--- config.mk ---
export PLATFORM = sky130hd
export DESIGN_NAME = frt_ctrl
export DESIGN_NICKNAME = d
export VERILOG_FILES = /design/src/design/frt_pkg.sv /design/src/design/frt_ctrl.sv
export SDC_FILE = /design/constraint.sdc
export NUM_CORES = 1
export LEC_CHECK = 0
export BUFFER_PORTS_ARGS = -buffer_cell sky130_fd_sc_hd__buf_2
export CORE_MARGIN = 2
export CORE_UTILIZATION = 55
export DETAILED_ROUTE_END_ITERATION = 12
export PLACE_DENSITY = 0.83
export SYNTH_ARGS = -nofsm -noshare
export SYNTH_HDL_FRONTEND = slang
export SYNTH_SLANG_ARGS = --single-unit
--- constraint.sdc ---
create_clock -name clk -period 5.1 [get_ports clk]
set_input_delay 0.255 -clock clk [delete_from_list [all_inputs] [get_ports clk]]
set_output_delay 0.255 -clock clk [all_outputs]
set_load 0.01 [all_outputs]
--- src/design/frt_pkg.sv ---
// Shared types and constants of the frame chunk reassembly tracker.
package frt_pkg;

    // One table slot as held in the slot memory.
    typedef struct packed {
        logic        valid;
        logic [31:0] key;
        logic [31:0] total;
        logic [31:0] received;
        logic [47:0] created;
        logic [47:0] updated;
        logic [31:0] progress;
    } slot_t;

    // Configuration register indexes.
    localparam logic [2:0] CFG_RESTART_GAP = 3'd0;
    localparam logic [2:0] CFG_KEEP_WINDOW = 3'd1;
    localparam logic [2:0] CFG_STALL_LIMIT = 3'd2;
    localparam logic [2:0] CFG_HARD_LIMIT  = 3'd3;
    localparam logic [2:0] CFG_SWEEP_INTV  = 3'd4;
    localparam logic [2:0] CFG_OCC_LIMIT   = 3'd5;
    localparam logic [2:0] CFG_SYNC_CODE   = 3'd6;

    // Reset values of the configuration registers.
    localparam logic [31:0] RST_RESTART_GAP = 32'd1000;
    localparam logic [31:0] RST_KEEP_WINDOW = 32'd30;
    localparam logic [31:0] RST_STALL_LIMIT = 32'd1500;
    localparam logic [31:0] RST_HARD_LIMIT  = 32'd5000;
    localparam logic [15:0] RST_SWEEP_INTV  = 16'd64;
    localparam logic [8:0]  RST_OCC_LIMIT   = 9'd128;
    localparam logic [15:0] RST_SYNC_CODE   = 16'hFFFF;

    // Result status codes.
    localparam logic [2:0] ST_SHORT    = 3'd0;
    localparam logic [2:0] ST_BAD_SYNC = 3'd1;
    localparam logic [2:0] ST_FULL     = 3'd2;
    localparam logic [2:0] ST_PARTIAL  = 3'd3;
    localparam logic [2:0] ST_COMPLETE = 3'd4;
    localparam logic [2:0] ST_EVICTED  = 3'd5;

    localparam logic [8:0] EVICT_MAX = 9'd511;

    // Commands from the controller to the datapath.
    typedef struct packed {
        logic load;
        logic prep;
        logic scan_start;
        logic init;
        logic clear;
        logic search;
        logic update;
        logic check;
        logic sweep;
        logic finish;
    } cmd_t;

    // Status from the datapath to the controller.
    typedef struct packed {
        logic reject;
        logic jump;
        logic scan_done;
        logic do_sweep;
    } sts_t;

endpackage

--- src/design/frt_ctrl.sv ---
// Sequencing state machine of the frame chunk reassembly tracker.
module frt_ctrl
    import frt_pkg::*;
(
    input  logic clk,
    input  logic rst_n,
    input  logic in_valid,
    input  logic out_free,
    input  sts_t sts,
    output logic in_stall,
    output cmd_t cmd
);

    typedef enum logic [8:0] {
        S_INIT   = 9'b000000001,
        S_IDLE   = 9'b000000010,
        S_PREP   = 9'b000000100,
        S_CLEAR  = 9'b000001000,
        S_SEARCH = 9'b000010000,
        S_UPDATE = 9'b000100000,
        S_CHECK  = 9'b001000000,
        S_SWEEP  = 9'b010000000,
        S_FINISH = 9'b100000000
    } state_t;

    state_t state_reg, state_next;

    always_ff @(posedge clk or negedge rst_n)
    begin
        if (!rst_n)
        begin
            state_reg <= S_INIT;
        end
        else
        begin
            state_reg <= state_next;
        end
    end

    always_comb
    begin
        state_next = state_reg;
        cmd        = '0;
        case (state_reg)
            S_INIT:
            begin
                cmd.init = 1'b1;
                if (sts.scan_done)
                begin
                    state_next = S_IDLE;
                end
            end
            S_IDLE:
            begin
                if (in_valid)
                begin
                    cmd.load   = 1'b1;
                    state_next = S_PREP;
                end
            end
            S_PREP:
            begin
                cmd.prep       = 1'b1;
                cmd.scan_start = 1'b1;
                if (sts.reject)
                begin
                    state_next = S_FINISH;
                end
                else if (sts.jump)
                begin
                    state_next = S_CLEAR;
                end
                else
                begin
                    state_next = S_SEARCH;
                end
            end
            S_CLEAR:
            begin
                cmd.clear = 1'b1;
                if (sts.scan_done)
                begin
                    cmd.scan_start = 1'b1;
                    state_next     = S_SEARCH;
                end
            end
            S_SEARCH:
            begin
                cmd.search = 1'b1;
                if (sts.scan_done)
                begin
                    state_next = S_UPDATE;
                end
            end
            S_UPDATE:
            begin
                cmd.update = 1'b1;
                state_next = S_CHECK;
            end
            S_CHECK:
            begin
                cmd.check      = 1'b1;
                cmd.scan_start = 1'b1;
                if (sts.do_sweep)
                begin
                    state_next = S_SWEEP;
                end
                else
                begin
                    state_next = S_FINISH;
                end
            end
            S_SWEEP:
            begin
                cmd.sweep = 1'b1;
                if (sts.scan_done)
                begin
                    state_next = S_FINISH;
                end
            end
            S_FINISH:
            begin
                if (out_free)
                begin
                    cmd.finish = 1'b1;
                    state_next = S_IDLE;
                end
            end
            default:
            begin
                state_next = S_INIT;
            end
        endcase
    end

    assign in_stall = (state_reg != S_IDLE);

    a_finish_free: assert property (@(posedge clk) disable iff (!rst_n)
        cmd.finish |-> out_free)
        else $error("result issued while output register is occupied");

    a_accept_prep: assert property (@(posedge clk) disable iff (!rst_n)
        (in_valid && !in_stall) |=> (state_reg == S_PREP))
        else $error("accepted transaction did not start processing");

    a_sweep_clean: assert property (@(posedge clk) disable iff (!rst_n)
        (cmd.sweep || cmd.search || cmd.clear) |-> !sts.reject)
        else $error("rejected packet reached the table");

endmodule

## Word level (Yosys, flattened, before mapping)

Cells that the tools add are included.

| operators by class | value |
|---|---|
| equal/unequal tests | 16 |
| mux-type cells | 23 |
| reduce and logical (&&, ||, !) cells | 2 |

Operator list:

| cell | number |
|---|---|
| 9-bit case mux with 9 select lines | 1 |
| 9-bit 2-to-1 mux | 8 |
| 1-bit 2-to-1 mux | 12 |
| 2-bit != test (second input constant) | 6 |
| 9-bit by 1-bit equality test with 1-bit output (second input constant) | 1 |
| 9-bit by 2-bit equality test with 1-bit output (second input constant) | 1 |
| 9-bit by 3-bit equality test with 1-bit output (second input constant) | 1 |
| 9-bit by 4-bit equality test with 1-bit output (second input constant) | 1 |
| 9-bit by 5-bit equality test with 1-bit output (second input constant) | 1 |
| 9-bit by 6-bit equality test with 1-bit output (second input constant) | 1 |
| 9-bit by 7-bit equality test with 1-bit output (second input constant) | 1 |
| 9-bit by 8-bit equality test with 1-bit output (second input constant) | 1 |
| 9-bit equality test (second input constant) | 1 |
| 9-bit by 2-bit != test with 1-bit output (second input constant) | 1 |
| 6-bit AND reduction | 1 |
| 5-bit 2-to-1 mux | 1 |
| 1-bit case mux with 2 select lines | 1 |
| 2-bit OR reduction | 1 |

| storage, ports and cells | value |
|---|---|
| register bits after elaboration | 9 |
| bits of input ports | 8 |
| output and inout port bits | 11 |

## Longest topological paths before layout

Gate-level depths: netlist (run 1).

| depth | value |
|---|---|
| depth after elaboration | 3 |
| gate-level depth with buffers | 5 |

## Worst setup path after synthesis (run 1)

Ideal clock, no wire load.

| timing path | value |
|---|---|
| path type | reg-to-output |
| from | register state_reg[8] |
| to | output port cmd[2] (netlist name) |
| arrival | 1.697 ns |
| path slack | 3.148 ns |
| cell stages (with the launch flop) | 6 |
| buffers on the path | 1 |
| path through | dfrtp_1 > buf_6 > or4_4 > nor3_1 > nand2_1 > nor3b_1 |

RTL lines:

| element | line | source |
|---|---|---|
| start: declaration | frt_ctrl.sv:26 | `state_t state_reg, state_next;` |
| start signal: assignment | frt_ctrl.sv:36 | `state_reg <= state_next;` |
| end: declaration | frt_ctrl.sv:11 | `output cmd_t cmd` |

==> metrics.cfg, run 1 <==
[timing]
rsz0062_at_grt=no
fin_ws_ns=2.70
timing.fmax_mhz=417
finalSetupViolations=0
hold_violations=0
finalClockSkew_ns=0.000984
min_period_over_period_pct=47.0
tightest_slew_ns=0.557
slew-limit-headroom_pct=62.8
fin_crit_ns=2.40
tns_ns=0
drv_slew=0

[clocking]
cts.sinks=9
cts_root_buffer=clkbuf_4
numCtsBuffers=3
htree_num_levels=1
cts_setup_buffers=0
cts_tree=done
clkLatencyLatePin_ns=0.27
clk_pin_slew_ns=0.06
clk_path_buf_depth=2

[synthesis]
syn_area_um2=781
ys.flop_type=dfrtp_1
synth_nets=100
ys_warn_count=0
avgSynthCellArea_um2=8.49
ys_types=40
ys_seq_elements=9
synth_cells=92
synth_top_cell_by_area=dfrtp_1
yosysSeqAreaShare_pct=29.0
netlist.area_leader.share_pct=25.6
synth_area_leaders=dfrtp_1, nor2_1, xor2_1, dfstp_2, nor4b_1
synth_top_cells_by_count=nor2_1, dfrtp_1, buf_2, inv_1
synth.most_common_cell=nor2_1
async_flop_share_pct=100
synth-edff-count=0

[setup_path]
required_ns=4.85
path_cells=or4_4 > nor3_1 > nand2_1 > nor3b_1 > buf_2
reg2reg_depth=4
start_kind=flop
crit_type=flop to output port
end_kind=output port
crit_fanout=9
critical-path-max-stage-delay_ns=0.63
crit_arrival_ns=2.14
slowest_stage=or4_4

[placement]
place.gp.congestion=0.937
place_ws_ns=3.03
place_hpwl_um=1360
io_buffers=18

[routing]
drc_errors=0
first_pass_iters=4
viasPerCell=6.19
antenna_left=0
wire_per_inst_um=14.9
via_count=749
drt-total-wl_um=1800
drt_iter0_markers=32

[grt]
grt_max_degree=15
grt_pass1_vias=662
grt-ovfl-total=0
grtUsageMet1_pct=29.5
busiest_layer=met2
grt_pass1_wl_um=3010
globalRouteTotalUtil_pct=23.0
antenna_found_initial=0
grt_util_met3_pct=8.26
grt.met2_usage_pct=35.6

[die]
dieWidth_um=41.7
pin_count=19
start_util_pct=59.3
core_mm2=0.00132
dieArea_mm2=0.00174
die_h_um=41.7
num_rows=13

[power_and_ir_drop]
total_power_mw=0.343
p_leak_nw=0.409
p_per_area_mw_per_mm2=390
ir_drop_uv=231

[hold_path]
hold_path_class=input port to flop
holdPathStages=2

[cells_and_area]
largest_reg_flops=9
finish.utilization_pct=66.7
drive_gt1_share_pct=28.3
nets=115
area_growth_pct=12.5
antennaDiodeCount=0

[job]
maxCapViolations=0

[outcome]
status=finished, final reports clean

kinds of logic (layout without fill, tap and decap cells):
| logic type | count (synthesis) | in the layout | share of synthesized area, % |
|---|---|---|---|
| XOR/XNOR | 6 | 6 | 6.73 |
| flip-flops | 9 | 9 | 29.0 |
| AO/OA/AOI/OAI | 15 | 15 | 14.3 |
| AND/OR/NAND/NOR | 46 | 46 | 38.8 |
| buffers and inverters | 14 | 28 | 8.49 |
| multiplexers | 2 | 2 | 2.72 |
routing by layer:
metal  routed length [um]  part of all wire, %  up-vias
met1                  815                   45      350
li1                     -                    -      363
met4                   29                  1.6        0
met2                  848                   47       31
met3                  109                  6.0        5
met5                    0                    0        -
final timing paths:
path                                          start                        to  slack, ns
setup / recovery           state_reg[8]$_DFFE_PN0P_                    cmd[2]       2.70
hold / removal                             in_valid  state_reg[1]$_DFFE_PN0P_       0.22
setup reg to reg           state_reg[7]$_DFFE_PN0P_  state_reg[4]$_DFFE_PN0P_       3.09
hold reg to reg            state_reg[0]$_DFFE_PN1P_  state_reg[0]$_DFFE_PN1P_       0.67
max in group asynchronous                     rst_n  state_reg[0]$_DFFE_PN1P_       4.50
min in group asynchronous                     rst_n  state_reg[8]$_DFFE_PN0P_       0.36
power breakdown:
part	switching (mW)	internal, mW	total, mW	leakage (nW)
registers	0.0375	0.0851	0.123	0.121
logic	0.0898	0.0731	0.163	0.273
clock network	0.0270	0.0303	0.0573	0.0150
critical path: cells and delay by family, from the launching register on:
kind                   cells  cell delay (ns)
flip-flops                 1             0.49
AND/OR/NAND/NOR            4             1.23
buffers and inverters      1             0.16
placed cells by master, fill, tap and decap left out, drive strengths merged, types with 2 or more instances in the layout:
cell / netlist / final
a21oi: 4 / 4
a32o: 2 / 2
buf: 6 / 18
clkbuf: 3 / 4
dfrtp: 8 / 8
inv: 5 / 5
nand2: 4 / 4
nand3: 2 / 2
nand3b: 2 / 2
nand4b: 2 / 2
nor2: 14 / 14
nor3: 2 / 2
nor3b: 3 / 3
nor4: 3 / 3
nor4b: 4 / 4
o21ai: 2 / 2
or3b: 2 / 2
or4: 2 / 2
xnor2: 2 / 2
xor2: 4 / 4
area by class of cell:
| type | instances | area, um2 |
|---|---|---|
| clock buffer | 4 | 26.3 |
| fill | 103 | 439 |
| inverter | 5 | 18.8 |
| multi-input combinational | 69 | 488 |
| sequential | 9 | 226 |
| tap | 15 | 18.8 |
| timing repair buffer | 19 | 100 |
metrics by stage:
step / hold slack, ns / cell area [um2] / cells
2_1_floorplan: -0.0406 / 781 / 92
3_3_place_gp: 0.116 / 842 / 116
3_5_place_dp: 0.114 / 842 / 116
4_1_cts: 0.211 / 878 / 121
5_1_grt: 0.216 / 878 / 121
6_report: 0.216 / 878 / 121
timing repair:
item	CTS	global route
endpoints found under the hold margin	8	0
hold buffers	1	0
resized for setup	0	0
Power figures use the tool's default switching activity.
==> run 2: changes to the inputs <==
- CORE_UTILIZATION: 55 -> 46
- PLACE_DENSITY: 0.83 -> 0.74
- clock period: 5.1 -> 2.18 ns (I/O delays scaled with it)
==> run 2 against run 1 <==
  * Combinational power grew to 2.8 times the previous value
  * Critical path depth stayed put
  * Clock power is 130% higher
  * Routed wire length is 10% higher
  * Sequential power is 110% higher
  * Clock skew is 0.0057 ns higher
  * Sequential share of layout area is 0.92 points lower
  * Largest cell class unchanged
==> metrics.cfg, run 2 (synthesis gave the netlist of run 1 again) <==
[clocking]
cts_root_buffer=clkbuf_4
htree_num_levels=1
clk_path_buf_depth=2
cts.sinks=9
clk_pin_slew_ns=0.06
cts_setup_buffers=0
numCtsBuffers=3
clkLatencyLatePin_ns=0.27
cts_tree=done

[setup_path]
crit_arrival_ns=1.96
path_cells=nor4_1 > and2_1 > nand3_1 > nor2_1 > buf_2
start_kind=flop
required_ns=2.07
critical-path-max-stage-delay_ns=0.56
end_kind=output port
slowest_stage=nor4_1
crit_type=flop to output port
crit_fanout=12

[placement]
place_hpwl_um=1460
io_buffers=18
place.gp.congestion=0.916
placed_area_um2=873
dpl.cell_count=121

[routing]
viasPerCell=6.39
drt-total-wl_um=1990
via_count=805
antenna_left=0
drc_errors=0
wire_per_inst_um=15.8
drt_iter0_markers=18
first_pass_iters=4

[timing]
hold_violations=0
drv_slew=0
min_period_over_period_pct=95.0
slew-limit-headroom_pct=60.7
fin_hold_ws_ns=0.0597
finalSetupViolations=0
finalClockSkew_ns=0.00671
timing.fmax_mhz=483
fin_crit_ns=2.07
tightest_slew_ns=0.584

[cells_and_area]
nets=119
drive_gt1_share_pct=32.7
final_cell_mix=buf_2, nor2_1, dfrtp_1, inv_1
largest_reg_flops=9
fillers=145
layout_commonest_cell=buf_2
antennaDiodeCount=0
final_cell_count_no_fill=126
multi_input_area_um2=493
regArea_um2=228
area_growth_pct=17.3
fin_area_um2=916
finish.utilization_pct=59.4

[grt]
grt_pass1_wl_um=3280
globalRouteTotalUtil_pct=22.2
grt-ovfl-total=0
grt_max_degree=13
grt_pass1_vias=720
antenna_found_initial=0

[die]
dieArea_mm2=0.00204
die_h_um=45.2
start_util_pct=50.6
dieWidth_um=45.2
core_mm2=0.00154
num_rows=14
pin_count=19

[power_and_ir_drop]
ir_drop_uv=551
p_leak_nw=0.431
p_per_area_mw_per_mm2=924

[hold_path]
hold_path_class=input port to flop

[outcome]
status=finished, final reports clean

[job]
maxCapViolations=0

-- run 2: cell types whose count changed in the layout (fill, tap and decap cells not counted) --
cell / change
dfrtp_2: +1
dfrtp_1: -1
nor3_2: +1
buf_4: +4
nor3_1: -1
-- run 2: final cells by class --
cell class,instances,area share (%)
Multi-Input combinational cell,69,53.8
Clock buffer,4,2.87
Inverter,5,2.05
Timing Repair Buffer,23,14.2
Tap cell,16,2.19
Sequential cell,9,24.9
-- run 2: routing by layer --
layer	vias to the layer above	GRT usage (%)	part of all wire, %
met5	-	0	0
met1	394	29.4	43
met4	0	9.41	1.2
li1	370	-	-
met3	4	4.80	6.4
met2	37	34.9	50
-- run 2: report_power, final --
part | leakage, nW | internal, mW | switching (mW)
registers | 0.119 | 0.200 | 0.0620
logic | 0.297 | 0.195 | 0.258
clock network | 0.0150 | 0.0707 | 0.0613
-- run 2: repair_timing --
item,in CTS,in global routing
setup endpoints to repair,0,1
endpoints found under the hold margin,9,0
resized for setup,0,2
hold buffers,1,0
-- run 2: through the flow --
stage	TNS [ns]	worst slack, ns	total power [mW]
3_5_place_dp	0	0.326	0.696
5_1_grt	-0.0129	-0.0129	0.915
3_3_place_gp	0	0.353	0.685
4_1_cts	0	0.0240	0.835
6_report	0	0.108	0.847
2_1_floorplan	0	0.374	0.574
-- run 2: path summary, 6_finish.rpt --
path	slack [ns]	end	startpoint	cells past startpoint
setup / recovery	0.11	cmd[0]	state_reg[6]$_DFFE_PN0P_	5
hold reg to reg	0.62	state_reg[6]$_DFFE_PN0P_	state_reg[1]$_DFFE_PN0P_	1
setup reg to reg	0.20	state_reg[4]$_DFFE_PN0P_	state_reg[6]$_DFFE_PN0P_	5
hold / removal	0.06	state_reg[8]$_DFFE_PN0P_	out_free	2
max in group asynchronous	1.70	state_reg[0]$_DFFE_PN1P_	rst_n	2
min in group asynchronous	0.23	state_reg[2]$_DFFE_PN0P_	rst_n	2
-- run 2: critical path, delay by kind of cell (launching register included) --
kind                   cells  cell delay (ns)
AND/OR/NAND/NOR            4             1.07
flip-flops                 1             0.51
buffers and inverters      1             0.13
